**src/hdl/llss_pkg.sv**
```systemverilog
// ----------------------------------------------------------------------------
// Least-loaded server selector package
// Shared constants, event codes and the table-to-compare-unit slot view type.
// ----------------------------------------------------------------------------
`default_nettype none

package llss_pkg;

   localparam int SLOT_COUNT = 16;
   localparam int SLOT_W     = 4;
   localparam int TIME_W     = 40;
   localparam int CNT_W      = 20;
   localparam int ADDR_W     = 32;
   localparam int PORT_W     = 16;

   localparam logic [CNT_W-1:0] HB_RESET   = CNT_W'(5000);
   localparam logic [CNT_W-1:0] SIL_RESET  = CNT_W'(30000);
   localparam logic [CNT_W-1:0] LOAD_MAX   = {CNT_W{1'b1}};

   // Event codes carried in the func field.
   localparam logic [2:0] FUNC_CONNECT    = 3'd0;
   localparam logic [2:0] FUNC_INFO       = 3'd1;
   localparam logic [2:0] FUNC_DISCONNECT = 3'd2;
   localparam logic [2:0] FUNC_RECEIVED   = 3'd3;
   localparam logic [2:0] FUNC_SENT       = 3'd4;
   localparam logic [2:0] FUNC_UPDATE     = 3'd5;
   localparam logic [2:0] FUNC_REQUEST    = 3'd6;
   localparam logic [2:0] FUNC_TICK       = 3'd7;

   // Refusal codes of a request response.
   localparam logic [1:0] REFUSE_NONE = 2'd0;
   localparam logic [1:0] REFUSE_EMPTY = 2'd1;
   localparam logic [1:0] REFUSE_FULL  = 2'd2;

   // Configuration register indexes.
   localparam logic CSR_HEARTBEAT = 1'b0;
   localparam logic CSR_SILENCE   = 1'b1;

   // Per-slot values read from the slot table for the shared compare unit.
   typedef struct packed {
      logic              valid;
      logic [CNT_W-1:0]  capacity;
      logic [CNT_W-1:0]  load;
      logic [TIME_W-1:0] sent;
      logic [TIME_W-1:0] heard;
   } slot_view_type;

endpackage

`default_nettype wire

```
**src/hdl/llss_table.sv**
```systemverilog
// ----------------------------------------------------------------------------
// Least-loaded server selector slot table
// Holds the per-slot state, applies single-slot events and offers one slot
// at a time to the scanning sequencer.
// ----------------------------------------------------------------------------
`default_nettype none

module llss_table
   import llss_pkg::*;
(
   input  wire logic                clock,
   input  wire logic                reset,
   input  wire logic                upd_en,
   input  wire logic [2:0]          upd_func,
   input  wire logic [SLOT_W-1:0]   upd_slot,
   input  wire logic [TIME_W-1:0]   upd_now,
   input  wire logic [ADDR_W-1:0]   upd_primary,
   input  wire logic [ADDR_W-1:0]   upd_backup,
   input  wire logic [PORT_W-1:0]   upd_port,
   input  wire logic [CNT_W-1:0]    upd_max,
   input  wire logic [CNT_W-1:0]    upd_cur,
   input  wire logic                upd_join,
   input  wire logic [SLOT_W-1:0]   scan_slot,
   output slot_view_type            scan_view,
   input  wire logic [SLOT_W-1:0]   pick_slot,
   output logic [ADDR_W-1:0]        pick_primary,
   output logic [ADDR_W-1:0]        pick_backup,
   output logic [PORT_W-1:0]        pick_port
);

   logic [SLOT_COUNT-1:0] valid_ff;
   logic [ADDR_W-1:0]     primary_ff [SLOT_COUNT];
   logic [ADDR_W-1:0]     backup_ff  [SLOT_COUNT];
   logic [PORT_W-1:0]     port_ff    [SLOT_COUNT];
   logic [CNT_W-1:0]      cap_ff     [SLOT_COUNT];
   logic [CNT_W-1:0]      load_ff    [SLOT_COUNT];
   logic [TIME_W-1:0]     sent_ff    [SLOT_COUNT];
   logic [TIME_W-1:0]     heard_ff   [SLOT_COUNT];

   logic in_table;
   logic hit;

   assign in_table = (32'(upd_slot) < SLOT_COUNT);
   assign hit      = upd_en && in_table && valid_ff[upd_slot];

   // Valid bits are control state and clear on reset.
   always_ff @(posedge clock) begin
      if (reset) begin
         valid_ff <= '0;
      end else if (upd_en && in_table) begin
         if (upd_func == FUNC_CONNECT) begin
            valid_ff[upd_slot] <= 1'b1;
         end else if (upd_func == FUNC_DISCONNECT) begin
            valid_ff[upd_slot] <= 1'b0;
         end
      end
   end

   // Slot payload; only the values of valid slots are ever used.
   always_ff @(posedge clock) begin
      if (upd_en && in_table && upd_func == FUNC_CONNECT) begin
         primary_ff[upd_slot] <= '0;
         backup_ff[upd_slot]  <= '0;
         port_ff[upd_slot]    <= '0;
         cap_ff[upd_slot]     <= '0;
         load_ff[upd_slot]    <= '0;
         sent_ff[upd_slot]    <= upd_now;
         heard_ff[upd_slot]   <= upd_now;
      end else if (hit) begin
         case (upd_func)
            FUNC_INFO: begin
               primary_ff[upd_slot] <= upd_primary;
               backup_ff[upd_slot]  <= upd_backup;
               port_ff[upd_slot]    <= upd_port;
               cap_ff[upd_slot]     <= upd_max;
               load_ff[upd_slot]    <= upd_cur;
            end
            FUNC_RECEIVED: heard_ff[upd_slot] <= upd_now;
            FUNC_SENT:     sent_ff[upd_slot]  <= upd_now;
            FUNC_UPDATE: begin
               if (upd_join) begin
                  if (load_ff[upd_slot] != LOAD_MAX) begin
                     load_ff[upd_slot] <= load_ff[upd_slot] + 1'b1;
                  end
               end else if (load_ff[upd_slot] != '0) begin
                  load_ff[upd_slot] <= load_ff[upd_slot] - 1'b1;
               end
            end
            default: ;
         endcase
      end
   end

   // One slot per cycle goes to the compare unit, unless a tick scan is held by a stalled result channel.
   always_comb begin
      scan_view.valid    = valid_ff[scan_slot];
      scan_view.capacity = cap_ff[scan_slot];
      scan_view.load     = load_ff[scan_slot];
      scan_view.sent     = sent_ff[scan_slot];
      scan_view.heard    = heard_ff[scan_slot];
   end

   assign pick_primary = primary_ff[pick_slot];
   assign pick_backup  = backup_ff[pick_slot];
   assign pick_port    = port_ff[pick_slot];

endmodule

`default_nettype wire

```
**src/hdl/least_loaded_server_selector.sv**
```systemverilog
// ----------------------------------------------------------------------------
// Least-loaded server selector
// Sequencer and shared compare unit over a table of server slots.
// ----------------------------------------------------------------------------
// Single-slot events (connect, info, disconnect, received, sent, user update)
// pass through the update state and back to idle. A request or a tick scans
// the slots one per cycle through one shared compare unit, unless a tick scan is
// held by a stalled result channel; a tick gives one transaction per valid slot.
// The block takes no new transaction while an event is in progress.
`default_nettype none

module least_loaded_server_selector
   import llss_pkg::*;
(
   input  wire logic                clock,
   input  wire logic                reset,
   input  wire logic                req_valid,
   output logic                     req_stall,
   input  wire logic [2:0]          req_func,
   input  wire logic [SLOT_W-1:0]   req_slot,
   input  wire logic [TIME_W-1:0]   req_now_time,
   input  wire logic [ADDR_W-1:0]   req_ip_primary,
   input  wire logic [ADDR_W-1:0]   req_ip_backup,
   input  wire logic [PORT_W-1:0]   req_server_port,
   input  wire logic [CNT_W-1:0]    req_max_users,
   input  wire logic [CNT_W-1:0]    req_cur_users,
   input  wire logic                req_user_join,
   output logic                     rsp_valid,
   input  wire logic                rsp_stall,
   output logic                     rsp_result_kind,
   output logic [1:0]               rsp_refuse_code,
   output logic [ADDR_W-1:0]        rsp_chosen_primary,
   output logic [ADDR_W-1:0]        rsp_chosen_backup,
   output logic [PORT_W-1:0]        rsp_chosen_port,
   output logic [SLOT_W-1:0]        rsp_action_slot,
   output logic                     rsp_send_heartbeat,
   output logic                     rsp_force_close,
   output logic                     rsp_last_of_run,
   input  wire logic                csr_valid,
   output logic                     csr_ready,
   input  wire logic                csr_index,
   input  wire logic [CNT_W-1:0]    csr_data
);

   typedef enum logic [2:0] {
      ST_IDLE,
      ST_UPDATE,
      ST_SCAN,
      ST_TICK_OUT,
      ST_REQ_OUT,
      ST_FLUSH
   } state_type;

   state_type            state_ff, state_in;
   logic [2:0]           func_ff;
   logic [SLOT_W-1:0]    slot_ff;
   logic [TIME_W-1:0]    now_ff;
   logic [ADDR_W-1:0]    pri_ff, bak_ff;
   logic [PORT_W-1:0]    port_ff;
   logic [CNT_W-1:0]     max_ff, cur_ff;
   logic                 join_ff;
   logic [SLOT_W-1:0]    idx_ff;
   logic                 any_ff, found_ff;
   logic [SLOT_W-1:0]    best_ff;
   logic [CNT_W-1:0]     best_load_ff;
   logic [CNT_W-1:0]     hb_ff, sil_ff;

   // Held tick action waiting for the next valid slot to learn last_of_run.
   logic                 pend_ff;
   logic [SLOT_W-1:0]    pend_slot_ff;
   logic                 pend_hb_ff, pend_fc_ff;

   logic                 out_valid_ff;
   logic                 out_kind_ff;
   logic [1:0]           out_code_ff;
   logic [SLOT_W-1:0]    out_slot_ff;
   logic                 out_hb_ff, out_fc_ff, out_last_ff;
   logic [SLOT_W-1:0]    out_pick_ff;

   slot_view_type        view;
   logic [ADDR_W-1:0]    pick_pri, pick_bak;
   logic [PORT_W-1:0]    pick_port;
   logic                 accept;
   logic                 out_free;
   logic                 out_load;
   logic                 scan_end;
   logic                 hb_due, fc_due;
   logic                 better;

   assign accept    = req_valid && !req_stall;
   assign req_stall = (state_ff != ST_IDLE);
   assign csr_ready = (state_ff == ST_IDLE);
   assign out_free  = !out_valid_ff || !rsp_stall;
   assign scan_end  = (32'(idx_ff) == SLOT_COUNT - 1);

   // The output register takes a new result in this cycle.
   assign out_load  = (state_ff == ST_SCAN && func_ff == FUNC_TICK && view.valid &&
                       pend_ff && out_free) ||
                      (state_ff == ST_TICK_OUT && pend_ff && out_free) ||
                      (state_ff == ST_REQ_OUT && out_free);

   llss_table u_table (
      .clock        (clock),
      .reset        (reset),
      .upd_en       (state_ff == ST_UPDATE),
      .upd_func     (func_ff),
      .upd_slot     (slot_ff),
      .upd_now      (now_ff),
      .upd_primary  (pri_ff),
      .upd_backup   (bak_ff),
      .upd_port     (port_ff),
      .upd_max      (max_ff),
      .upd_cur      (cur_ff),
      .upd_join     (join_ff),
      .scan_slot    (idx_ff),
      .scan_view    (view),
      .pick_slot    (out_pick_ff),
      .pick_primary (pick_pri),
      .pick_backup  (pick_bak),
      .pick_port    (pick_port)
   );

   // Shared compare unit: one slot per cycle while the scan is not held. The sums carry one extra bit.
   assign hb_due = {1'b0, now_ff} > ({1'b0, view.sent} + (TIME_W+1)'(hb_ff));
   assign fc_due = {1'b0, now_ff} > ({1'b0, view.heard} + (TIME_W+1)'(sil_ff));
   assign better = (view.load < view.capacity) &&
                   (!found_ff || view.load < best_load_ff);

   // Next state.
   always_comb begin
      state_in = state_ff;
      case (state_ff)
         ST_IDLE: begin
            if (accept) begin
               if (req_func == FUNC_REQUEST || req_func == FUNC_TICK) begin
                  state_in = ST_SCAN;
               end else begin
                  state_in = ST_UPDATE;
               end
            end
         end
         ST_UPDATE: state_in = ST_IDLE;
         ST_SCAN: begin
            if (func_ff == FUNC_TICK && view.valid && pend_ff && !out_free) begin
               state_in = ST_SCAN;
            end else if (scan_end) begin
               state_in = (func_ff == FUNC_TICK) ? ST_TICK_OUT : ST_REQ_OUT;
            end
         end
         ST_TICK_OUT: if (!pend_ff || out_free) state_in = ST_FLUSH;
         ST_REQ_OUT:  if (out_free) state_in = ST_FLUSH;
         ST_FLUSH:    if (!out_valid_ff || !rsp_stall) state_in = ST_IDLE;
         default:     state_in = ST_IDLE;
      endcase
   end

   // Sequencer state and registered outputs.
   always_ff @(posedge clock) begin
      if (reset) begin
         state_ff     <= ST_IDLE;
         out_valid_ff <= 1'b0;
         pend_ff      <= 1'b0;
         hb_ff        <= HB_RESET;
         sil_ff       <= SIL_RESET;
         idx_ff       <= '0;
         any_ff       <= 1'b0;
         found_ff     <= 1'b0;
      end else begin
         state_ff <= state_in;
         if (out_valid_ff && !rsp_stall && !out_load) begin
            out_valid_ff <= 1'b0;
         end
         if (csr_valid && csr_ready) begin
            if (csr_index == CSR_HEARTBEAT) hb_ff <= csr_data;
            else sil_ff <= csr_data;
         end
         case (state_ff)
            ST_IDLE: begin
               idx_ff   <= '0;
               any_ff   <= 1'b0;
               found_ff <= 1'b0;
               pend_ff  <= 1'b0;
            end
            ST_SCAN: begin
               if (func_ff == FUNC_TICK) begin
                  if (view.valid) begin
                     if (!pend_ff || out_free) begin
                        if (pend_ff) begin
                           out_valid_ff <= 1'b1;
                           out_kind_ff  <= 1'b1;
                           out_code_ff  <= REFUSE_NONE;
                           out_slot_ff  <= pend_slot_ff;
                           out_hb_ff    <= pend_hb_ff;
                           out_fc_ff    <= pend_fc_ff;
                           out_last_ff  <= 1'b0;
                        end
                        pend_ff      <= 1'b1;
                        pend_slot_ff <= idx_ff;
                        pend_hb_ff   <= hb_due;
                        pend_fc_ff   <= fc_due;
                        idx_ff       <= idx_ff + 1'b1;
                     end
                  end else begin
                     idx_ff <= idx_ff + 1'b1;
                  end
               end else begin
                  if (view.valid) begin
                     any_ff <= 1'b1;
                     if (better) begin
                        found_ff     <= 1'b1;
                        best_ff      <= idx_ff;
                        best_load_ff <= view.load;
                     end
                  end
                  idx_ff <= idx_ff + 1'b1;
               end
            end
            ST_TICK_OUT: begin
               if (pend_ff && out_free) begin
                  out_valid_ff <= 1'b1;
                  out_kind_ff  <= 1'b1;
                  out_code_ff  <= REFUSE_NONE;
                  out_slot_ff  <= pend_slot_ff;
                  out_hb_ff    <= pend_hb_ff;
                  out_fc_ff    <= pend_fc_ff;
                  out_last_ff  <= 1'b1;
                  pend_ff      <= 1'b0;
               end
            end
            ST_REQ_OUT: begin
               if (out_free) begin
                  out_valid_ff <= 1'b1;
                  out_kind_ff  <= 1'b0;
                  out_code_ff  <= !any_ff ? REFUSE_EMPTY :
                                  (!found_ff ? REFUSE_FULL : REFUSE_NONE);
                  out_pick_ff  <= best_ff;
                  out_slot_ff  <= '0;
                  out_hb_ff    <= 1'b0;
                  out_fc_ff    <= 1'b0;
                  out_last_ff  <= 1'b1;
               end
            end
            default: ;
         endcase
      end
   end

   // Capture of the accepted transaction.
   always_ff @(posedge clock) begin
      if (accept) begin
         func_ff <= req_func;
         slot_ff <= req_slot;
         now_ff  <= req_now_time;
         pri_ff  <= req_ip_primary;
         bak_ff  <= req_ip_backup;
         port_ff <= req_server_port;
         max_ff  <= req_max_users;
         cur_ff  <= req_cur_users;
         join_ff <= req_user_join;
      end
   end

   // Chosen server data comes from the table only for an assigned request.
   logic assigned;
   assign assigned           = !out_kind_ff && (out_code_ff == REFUSE_NONE);
   assign rsp_valid          = out_valid_ff;
   assign rsp_result_kind    = out_kind_ff;
   assign rsp_refuse_code    = out_code_ff;
   assign rsp_chosen_primary = assigned ? pick_pri : '0;
   assign rsp_chosen_backup  = assigned ? pick_bak : '0;
   assign rsp_chosen_port    = assigned ? pick_port : '0;
   assign rsp_action_slot    = out_slot_ff;
   assign rsp_send_heartbeat = out_hb_ff;
   assign rsp_force_close    = out_fc_ff;
   assign rsp_last_of_run    = out_last_ff;

   // The block never takes a transaction while busy.
   assert property (@(posedge clock) disable iff (reset)
      (state_ff != ST_IDLE) |-> req_stall)
      else $error("transaction accepted while busy");

   // A result overwritten before it was taken would be lost.
   assert property (@(posedge clock) disable iff (reset)
      (out_valid_ff && rsp_stall) |=> (out_valid_ff && $stable(out_slot_ff)
                                       && $stable(out_last_ff)))
      else $error("held result changed");

   // A request response always ends its run.
   assert property (@(posedge clock) disable iff (reset)
      (out_valid_ff && !out_kind_ff) |-> out_last_ff)
      else $error("request response without last flag");

endmodule

`default_nettype wire
```
**config.mk**
```make
export PLATFORM = sky130hd
export DESIGN_NAME = least_loaded_server_selector
export DESIGN_NICKNAME = d
export VERILOG_FILES = /design/src/hdl/llss_pkg.sv /design/src/hdl/llss_table.sv /design/src/hdl/least_loaded_server_selector.sv
export SDC_FILE = /design/constraint.sdc
export NUM_CORES = 2
export LEC_CHECK = 0
export ABC_AREA = 1
export BUFFER_PORTS_ARGS = -buffer_cell sky130_fd_sc_hd__buf_4
export CORE_MARGIN = 5
export CORE_UTILIZATION = 33
export DETAILED_ROUTE_END_ITERATION = 10
export MAX_ROUTING_LAYER = met4
export PLACE_DENSITY = 0.56
export RECOVER_POWER = 25
export SYNTH_ARGS = -nofsm -noshare
export SYNTH_HDL_FRONTEND = slang
export SYNTH_SLANG_ARGS = --single-unit
```
**constraint.sdc**
```tcl
create_clock -name clock -period 10.5 [get_ports clock]
set_input_delay 2.1 -clock clock [delete_from_list [all_inputs] [get_ports clock]]
set_output_delay 2.1 -clock clock [all_outputs]
set_load 0.01 [all_outputs]
```
Word level (Yosys, flattened, before mapping) --
Memory sizes are Yosys's and may differ from the RTL's. A register that Yosys moved wholly into a read port is not among the register bits. Index checks and enable logic that the tools add are counted.
Storage, ports and cells: bits in registers 279, RAM bits 3200, input bits 194, output and inout bits 93, word-level logic and storage cells 279, memories kept 7
Cells by class: $add $sub $neg 5, magnitude comparators 7, equality and inequality tests 28, mux-type cells 132, bitwise logic cells 15, reductions and logical operators 55
Memory list:
- u_table.heard_ff | words 16, bits a word 40, rd ports 1, clocked after Yosys merged registers in 1, wr ports 1, RTL line llss_table.sv:38 | logic [TIME_W-1:0] heard_ff [SLOT_COUNT];
- u_table.sent_ff | words 16, bits a word 40, rd ports 1, clocked after Yosys merged registers in 1, wr ports 1, RTL line llss_table.sv:37 | logic [TIME_W-1:0] sent_ff [SLOT_COUNT];
- u_table.backup_ff | words 16, bits a word 32, rd ports 1, clocked after Yosys merged registers in 1, wr ports 1, RTL line llss_table.sv:33 | logic [ADDR_W-1:0] backup_ff [SLOT_COUNT];
- u_table.primary_ff | words 16, bits a word 32, rd ports 1, clocked after Yosys merged registers in 1, wr ports 1, RTL line llss_table.sv:32 | logic [ADDR_W-1:0] primary_ff [SLOT_COUNT];
- u_table.cap_ff | words 16, bits a word 20, rd ports 1, clocked after Yosys merged registers in 1, wr ports 1, RTL line llss_table.sv:35 | logic [CNT_W-1:0] cap_ff [SLOT_COUNT];
- u_table.load_ff | words 16, bits a word 20, rd ports 2, clocked after Yosys merged registers in 2, wr ports 1, RTL line llss_table.sv:36 | logic [CNT_W-1:0] load_ff [SLOT_COUNT];
- +1 memories
Operator list (number):
- 32-bit 2-to-1 mux | 4
- 4-bit 2-to-1 mux | 21
- 40-bit by 20-bit adder with 41-bit output | 2
- 40-bit by 41-bit greater-than comparator with 1-bit output | 2
- 20-bit 2-to-1 mux | 4
- 40-bit 2-to-1 mux | 2
- 1-bit 2-to-1 mux | 66
- 16-bit 2-to-1 mux | 4
- 20-bit < comparator | 2
- 3-bit equality test, second input constant | 7
- 3-bit 2-to-1 mux | 7
- 20-bit by 1-bit adder with 20-bit output, second input constant | 1
- 1-bit logical AND | 20
- 20-bit != test, second input constant | 1
- 5-bit AND reduction | 4
- 20-bit nonzero test | 1
- 20-bit by 1-bit subtractor with 20-bit output, second input constant | 1
- 2-bit 2-to-1 mux | 9
- 1-bit one-hot mux with 3 select lines | 6
- 16-bit bitwise AND | 1
- 16-bit NOT | 1
- 16-bit OR | 1
- 3-bit one-hot mux with 5 select lines | 1
- 3-bit by 2-bit equality test with 1-bit output, second input constant | 4
- 27 further kinds | 70

Longest topological paths before layout --
depth after elaboration 15, depth in mapped cells 41, mapped depth without buffers 34

By module --
From an unflattened synthesis, not the netlist that was laid out.
Second synthesis, totals: cells, all modules 11916, area, all modules 147092.3 µm²
By module, submodules not included:
- llss_table | times used 1, cells each 10139, area an instance 131247.1 µm², seq. area each 96412.5 µm²
- least_loaded_server_selector | times used 1, cells each 1777, area an instance 15845.2 µm², seq. area each 7387.1 µm²

Least setup slack after synthesis --
No wires, ideal clock.
path type reg2reg, start register slot_ff[1], end memory u_table.backup_ff[0][0], enable pin, library setup time 0.560 ns, data arrival time 6.071 ns, required time 9.940 ns, slack 3.869 ns, cell stages (with the launch flop) 11, buffers on the path 1, clock period less this slack 6.631 ns, path through edfxtp_1 -> nor2_1 -> a22oi_1 -> a21oi_1 -> o21ai_0 -> a21oi_1 -> nand3_1 -> nand2_1 -> clkinv_1 -> clkbuf_1 -> nor2_1
On the way: cells in the longest elaborated chain, start to end 7
RTL lines:
- start, declared | RTL line least_loaded_server_selector.sv:56 | logic [SLOT_W-1:0] slot_ff;
- start signal, assigned | RTL line least_loaded_server_selector.sv:252 | slot_ff <= req_slot;
- 1-bit binary-select mux with 4-bit select | RTL line llss_table.sv:44 | assign hit = upd_en && in_table && valid_ff[upd_slot];
- 1-bit 2-to-1 mux (not written as such) | RTL line llss_table.sv:44
- 1-bit logical AND | RTL line llss_table.sv:44
- 1-bit 2-to-1 mux | RTL line llss_table.sv:69 | end else if (hit) begin
- 1-bit 2-to-1 mux | RTL line llss_table.sv:61 | if (upd_en && in_table && upd_func == FUNC_CONNECT) begin
- 1-bit 2-to-1 mux (not written as such) | RTL line llss_table.sv:73 | backup_ff[upd_slot] <= upd_backup;
- 1-bit OR (no line)
- end, declared | RTL line llss_table.sv:33
Parallel ways exist; a longest one is shown, timed or not. The select of a mux whose other input is x is not followed.

==> impl_metrics.prom <==
# TYPE chip_impl_metric gauge
chip_impl_metric{name="report.final.setup_viol",unit=""} 0
chip_impl_metric{name="worst_ep_required_time",unit="ps"} 11270
chip_impl_info{name="setup.worst_path.start_class",value="input pin"} 1
chip_impl_metric{name="final_hpwl_from_detailed_placement",unit="um"} 227000
chip_impl_metric{name="die-area",unit="sq um"} 452000
chip_impl_metric{name="setup_tns",unit="ps"} 0
chip_impl_metric{name="top_level_ports",unit=""} 287
chip_impl_metric{name="critical_path_arrival",unit="ps"} 8410
chip_impl_metric{name="clkLatencyLatePin",unit="ps"} 980
chip_impl_metric{name="synthesis.nets",unit=""} 11900
chip_impl_metric{name="number_of_drc_violations_after_detailed_routing",unit=""} 0
chip_impl_info{name="run_status",value="finished with violations"} 1
chip_impl_info{name="cts_tree",value="built"} 1
chip_impl_info{name="timing.critical_path.cells",value="clkbuf_1 -> nand2_1 -> clkinvlp_2 -> clkbuf_1 -> o21ai_0"} 1
chip_impl_metric{name="cts-buffers-inserted",unit=""} 374
chip_impl_metric{name="synth_sequential_area_ratio",unit="%"} 71.9
chip_impl_metric{name="drt_first_iter_violations",unit=""} 10800
chip_impl_metric{name="leakage",unit="nW"} 50.8
chip_impl_metric{name="vdd.ir_drop.worst",unit="mV"} 0.144
chip_impl_metric{name="max_slew_margin",unit="%"} -176
chip_impl_metric{name="tightest_slew",unit="ps"} 4140
chip_impl_metric{name="layout_min_cycle_time",unit="ps"} 7640
chip_impl_metric{name="layout_stage_area_growth_over_the_synthesis_result",unit="%"} 13.6
chip_impl_metric{name="post_cts_buffers",unit=""} 0
chip_impl_metric{name="clock_sink_count",unit=""} 3491
chip_impl_metric{name="core_region_area",unit="sq um"} 438000
chip_impl_metric{name="syn-instance-count",unit=""} 11600
chip_impl_metric{name="placement_rows",unit=""} 243
chip_impl_metric{name="gp_congestion",unit=""} 0.891
chip_impl_metric{name="fmax",unit="MHz"} 131
chip_impl_metric{name="number_of_buffers_added_on_ports",unit=""} 286
chip_impl_metric{name="synth-warning-count",unit=""} 0
chip_impl_metric{name="synth.distinct_cells",unit=""} 51
chip_impl_metric{name="grt_antenna_before_repair",unit=""} 20
chip_impl_metric{name="number_of_storage_elements_in_the_synthesis_netlist",unit=""} 3491
chip_impl_metric{name="grt_remaining_overflow",unit=""} 0
chip_impl_metric{name="die-width",unit="um"} 672
chip_impl_metric{name="post_synth_instance_area",unit="sq um"} 145000
chip_impl_info{name="timing.critical_path.mode_cell",value="clkbuf_1"} 1
chip_impl_metric{name="fraction_of_layout_instances_using_a_drive_strength_above_1",unit="%"} 8.81
chip_impl_metric{name="post-route-period-util",unit="%"} 72.8
chip_impl_metric{name="wirelength",unit="um"} 445000
chip_impl_metric{name="vias_in_the_first_global_route",unit=""} 92200
chip_impl_metric{name="placed_area",unit="sq um"} 153000
chip_impl_info{name="critPathSlowestCell",value="clkinvlp_2"} 1
chip_impl_metric{name="drt-wirelength-per-cell",unit="um"} 25.1
chip_impl_metric{name="finalClockSkew",unit="ps"} 94.7
chip_impl_metric{name="via_count",unit=""} 96200
chip_impl_metric{name="post_cts_resize_count",unit=""} 0
chip_impl_info{name="failed_checks",value="capacitance limit, slew limit"} 1
chip_impl_metric{name="power_density",unit="nW/um^2"} 207
chip_impl_metric{name="post_synth.cell_area_avg",unit="sq um"} 12.5
chip_impl_metric{name="cts.reportedPaths.clkPinSlew",unit="ps"} 60
chip_impl_metric{name="finalHoldViolations",unit=""} 0
chip_impl_metric{name="hold_buffers",unit=""} 0
chip_impl_metric{name="final_design_area_no_fill",unit="sq um"} 164000
chip_impl_info{name="worstSetupPathType",value="in2reg"} 1
chip_impl_info{name="grt_setup_unrepaired",value="false"} 1
chip_impl_info{name="endpoint_kind",value="flip-flop"} 1
chip_impl_metric{name="vias_per_cell",unit=""} 5.43
chip_impl_metric{name="htree_num_levels",unit=""} 5
chip_impl_metric{name="number_of_fill_cells",unit=""} 41500
chip_impl_metric{name="maxCapViolations",unit=""} 39
chip_impl_metric{name="first_pass_grt_wire_length",unit="um"} 640000
chip_impl_metric{name="fin_nets",unit=""} 12000
chip_impl_metric{name="cts-root-to-sink-buffers",unit=""} 4
chip_impl_info{name="cts_root_cell",value="clkbuf_16"} 1
chip_impl_metric{name="overall_fraction_of_global_route_tracks_in_use",unit="%"} 19.4
chip_impl_metric{name="crit_fanout",unit=""} 56
chip_impl_info{name="holdCritPathClass",value="reg2reg"} 1
chip_impl_metric{name="grt_start_max_net_pins",unit=""} 235
chip_impl_metric{name="initial_util",unit="%"} 33.1
chip_impl_metric{name="dieHeight",unit="um"} 672
chip_impl_metric{name="critical_path.max_stage_delay",unit="ps"} 3020
chip_impl_metric{name="detail_route.first_pass.iterations",unit=""} 9
chip_impl_metric{name="final_antenna_net_count",unit=""} 0
chip_impl_metric{name="report.final.slew_viol_count",unit=""} 1438
where the power goes:
part | total, mW | switching [mW] | internal, mW
sequential | 16.2 | 0.339 | 15.9
combinational | 5.12 | 3.84 | 1.28
clock | 12.7 | 5.53 | 7.15
total | 34.0 | 9.71 | 24.3
logic make-up (layout without fill, tap and decap cells):
family          after synthesis  count (layout)  synth area share [%]
compound gates             3167            3167                  13.0
other cells                   0              13                     0
simple gates               3359            3359                  9.40
mux                           4               4                0.0311
fa+ha+maj                   164             164                  1.43
xor+xnor                     89              89                 0.538
buf+inv                    1309            1679                  3.68
flops                      3491            3491                  71.9
final timing paths:
check	slack [ps]	cells after the start	endpoint	start
max	2860	5	flip-flop	req_valid
min	460	0	out_pick_ff[1]	best_ff[1]
max reg2reg	3310	8	flip-flop	state_ff[0]
min reg2reg	460	0	out_pick_ff[1]	best_ff[1]
per-layer routing:
layer | global-route usage [%] | wire length (um) | part of all wire (%) | vias to the layer above
li1 | - | - | - | 43100
met5 | - | 0 | 0 | -
met3 | 2.67 | 32100 | 7.2 | 774
met4 | 6.48 | 16100 | 3.6 | 0
met2 | 31.0 | 211000 | 47 | 3816
met1 | 25.6 | 186000 | 42 | 48500
layout make-up:
class | count | area, sq um | area share (%)
diodes | 13 | 32.5 | 0.0198
clock buffers | 467 | 9920 | 6.03
clock inverters | 203 | 1740 | 1.06
inverters | 537 | 2070 | 1.26
multi-input cells | 6783 | 35700 | 21.7
flip-flops and latches | 3491 | 104000 | 63.3
well taps | 5757 | 7200 | 4.38
repair buffers | 472 | 3670 | 2.23
registers in the layout (all words and copies together), names as in the netlist, 16 cells and up, named ones only:
name and cells:
u_table.heard_ff 640, u_table.sent_ff 640, u_table.backup_ff 512, u_table.primary_ff 512, u_table.cap_ff 320, u_table.load_ff 320
u_table.port_ff 256, now_ff 40, bak_ff 32, pri_ff 32, best_load_ff 20, cur_ff 20
hb_ff 20, max_ff 20, sil_ff 20, port_ff 16
cells in the mapped netlist (all sizes together):
master      n  area (sq um)
edfxtp   3412        102000
nor2     1979          7470
o21ai    1781          8910
nand2     766          2910
clkbuf    562          2110
inv       531          1990
o221ai    511          4480
nand3     472          2390
a21oi     331          1660
o211ai    321          2410
buf       210          1200
o22ai     195          1220
ha        162          2030
dfxtp      79          1580
nor3       52           260
xor2       51           447
or2        40           250
xnor2      38           333
nand4      34           228
a22oi       8          60.1
nor4        8          50.1
a211oi      6          45.0
clkinv      6          22.5
o21bai      5          37.5
mux2        4          45.0
a31oi       3          18.8
nand3b      3          22.5
a21o        2          15.0
and2        2          12.5
fa          2          40.0
o21a        2          15.0
and3        1          6.26
nor4b       1          8.76
o2111ai     1          8.76
o221a       1          11.3
or3         1          6.26
metrics by stage:
stage / power, mW / setup WS [ps] / instances / hold slack [ps] / util (%)
after global routing: 35.4 / 2450 / 17700 / 460 / 37.6
after global placement: 21.6 / 3990 / 17000 / 436 / 35.0
final: 34.0 / 2860 / 17700 / 455 / 37.6
after detailed placement: 21.6 / 3950 / 17000 / 434 / 35.0
after floorplan: 19.7 / 3870 / 11600 / 420 / -
after CTS: 34.2 / 3120 / 17700 / 451 / 37.6
layout by cell type (no fill, tap or decap), drive strengths merged, types with 3 or more instances in the layout:
| master | instances |
|---|---|
| a211oi | 6 |
| a21oi | 331 |
| a22oi | 8 |
| a31oi | 3 |
| buf | 259 |
| bufinv | 18 |
| clkbuf | 680 |
| clkinv | 169 |
| clkinvlp | 13 |
| dfxtp | 79 |
| diode | 13 |
| edfxtp | 3412 |
| ha | 162 |
| inv | 540 |
| mux2 | 4 |
| nand2 | 766 |
| nand3 | 472 |
| nand3b | 3 |
| nand4 | 34 |
| nor2 | 1979 |
| nor3 | 52 |
| nor4 | 8 |
| o211ai | 321 |
| o21ai | 1781 |
| o21bai | 5 |
| o221ai | 511 |
| o22ai | 195 |
| or2 | 40 |
| xnor2 | 38 |
| xor2 | 51 |
worst max-delay path, delay by kind of cell:
family	cells	cell delay [ps]
buf+inv	3	5340
compound gates	1	840
simple gates	1	100
No activity file was read; power rests on OpenSTA's default activity.
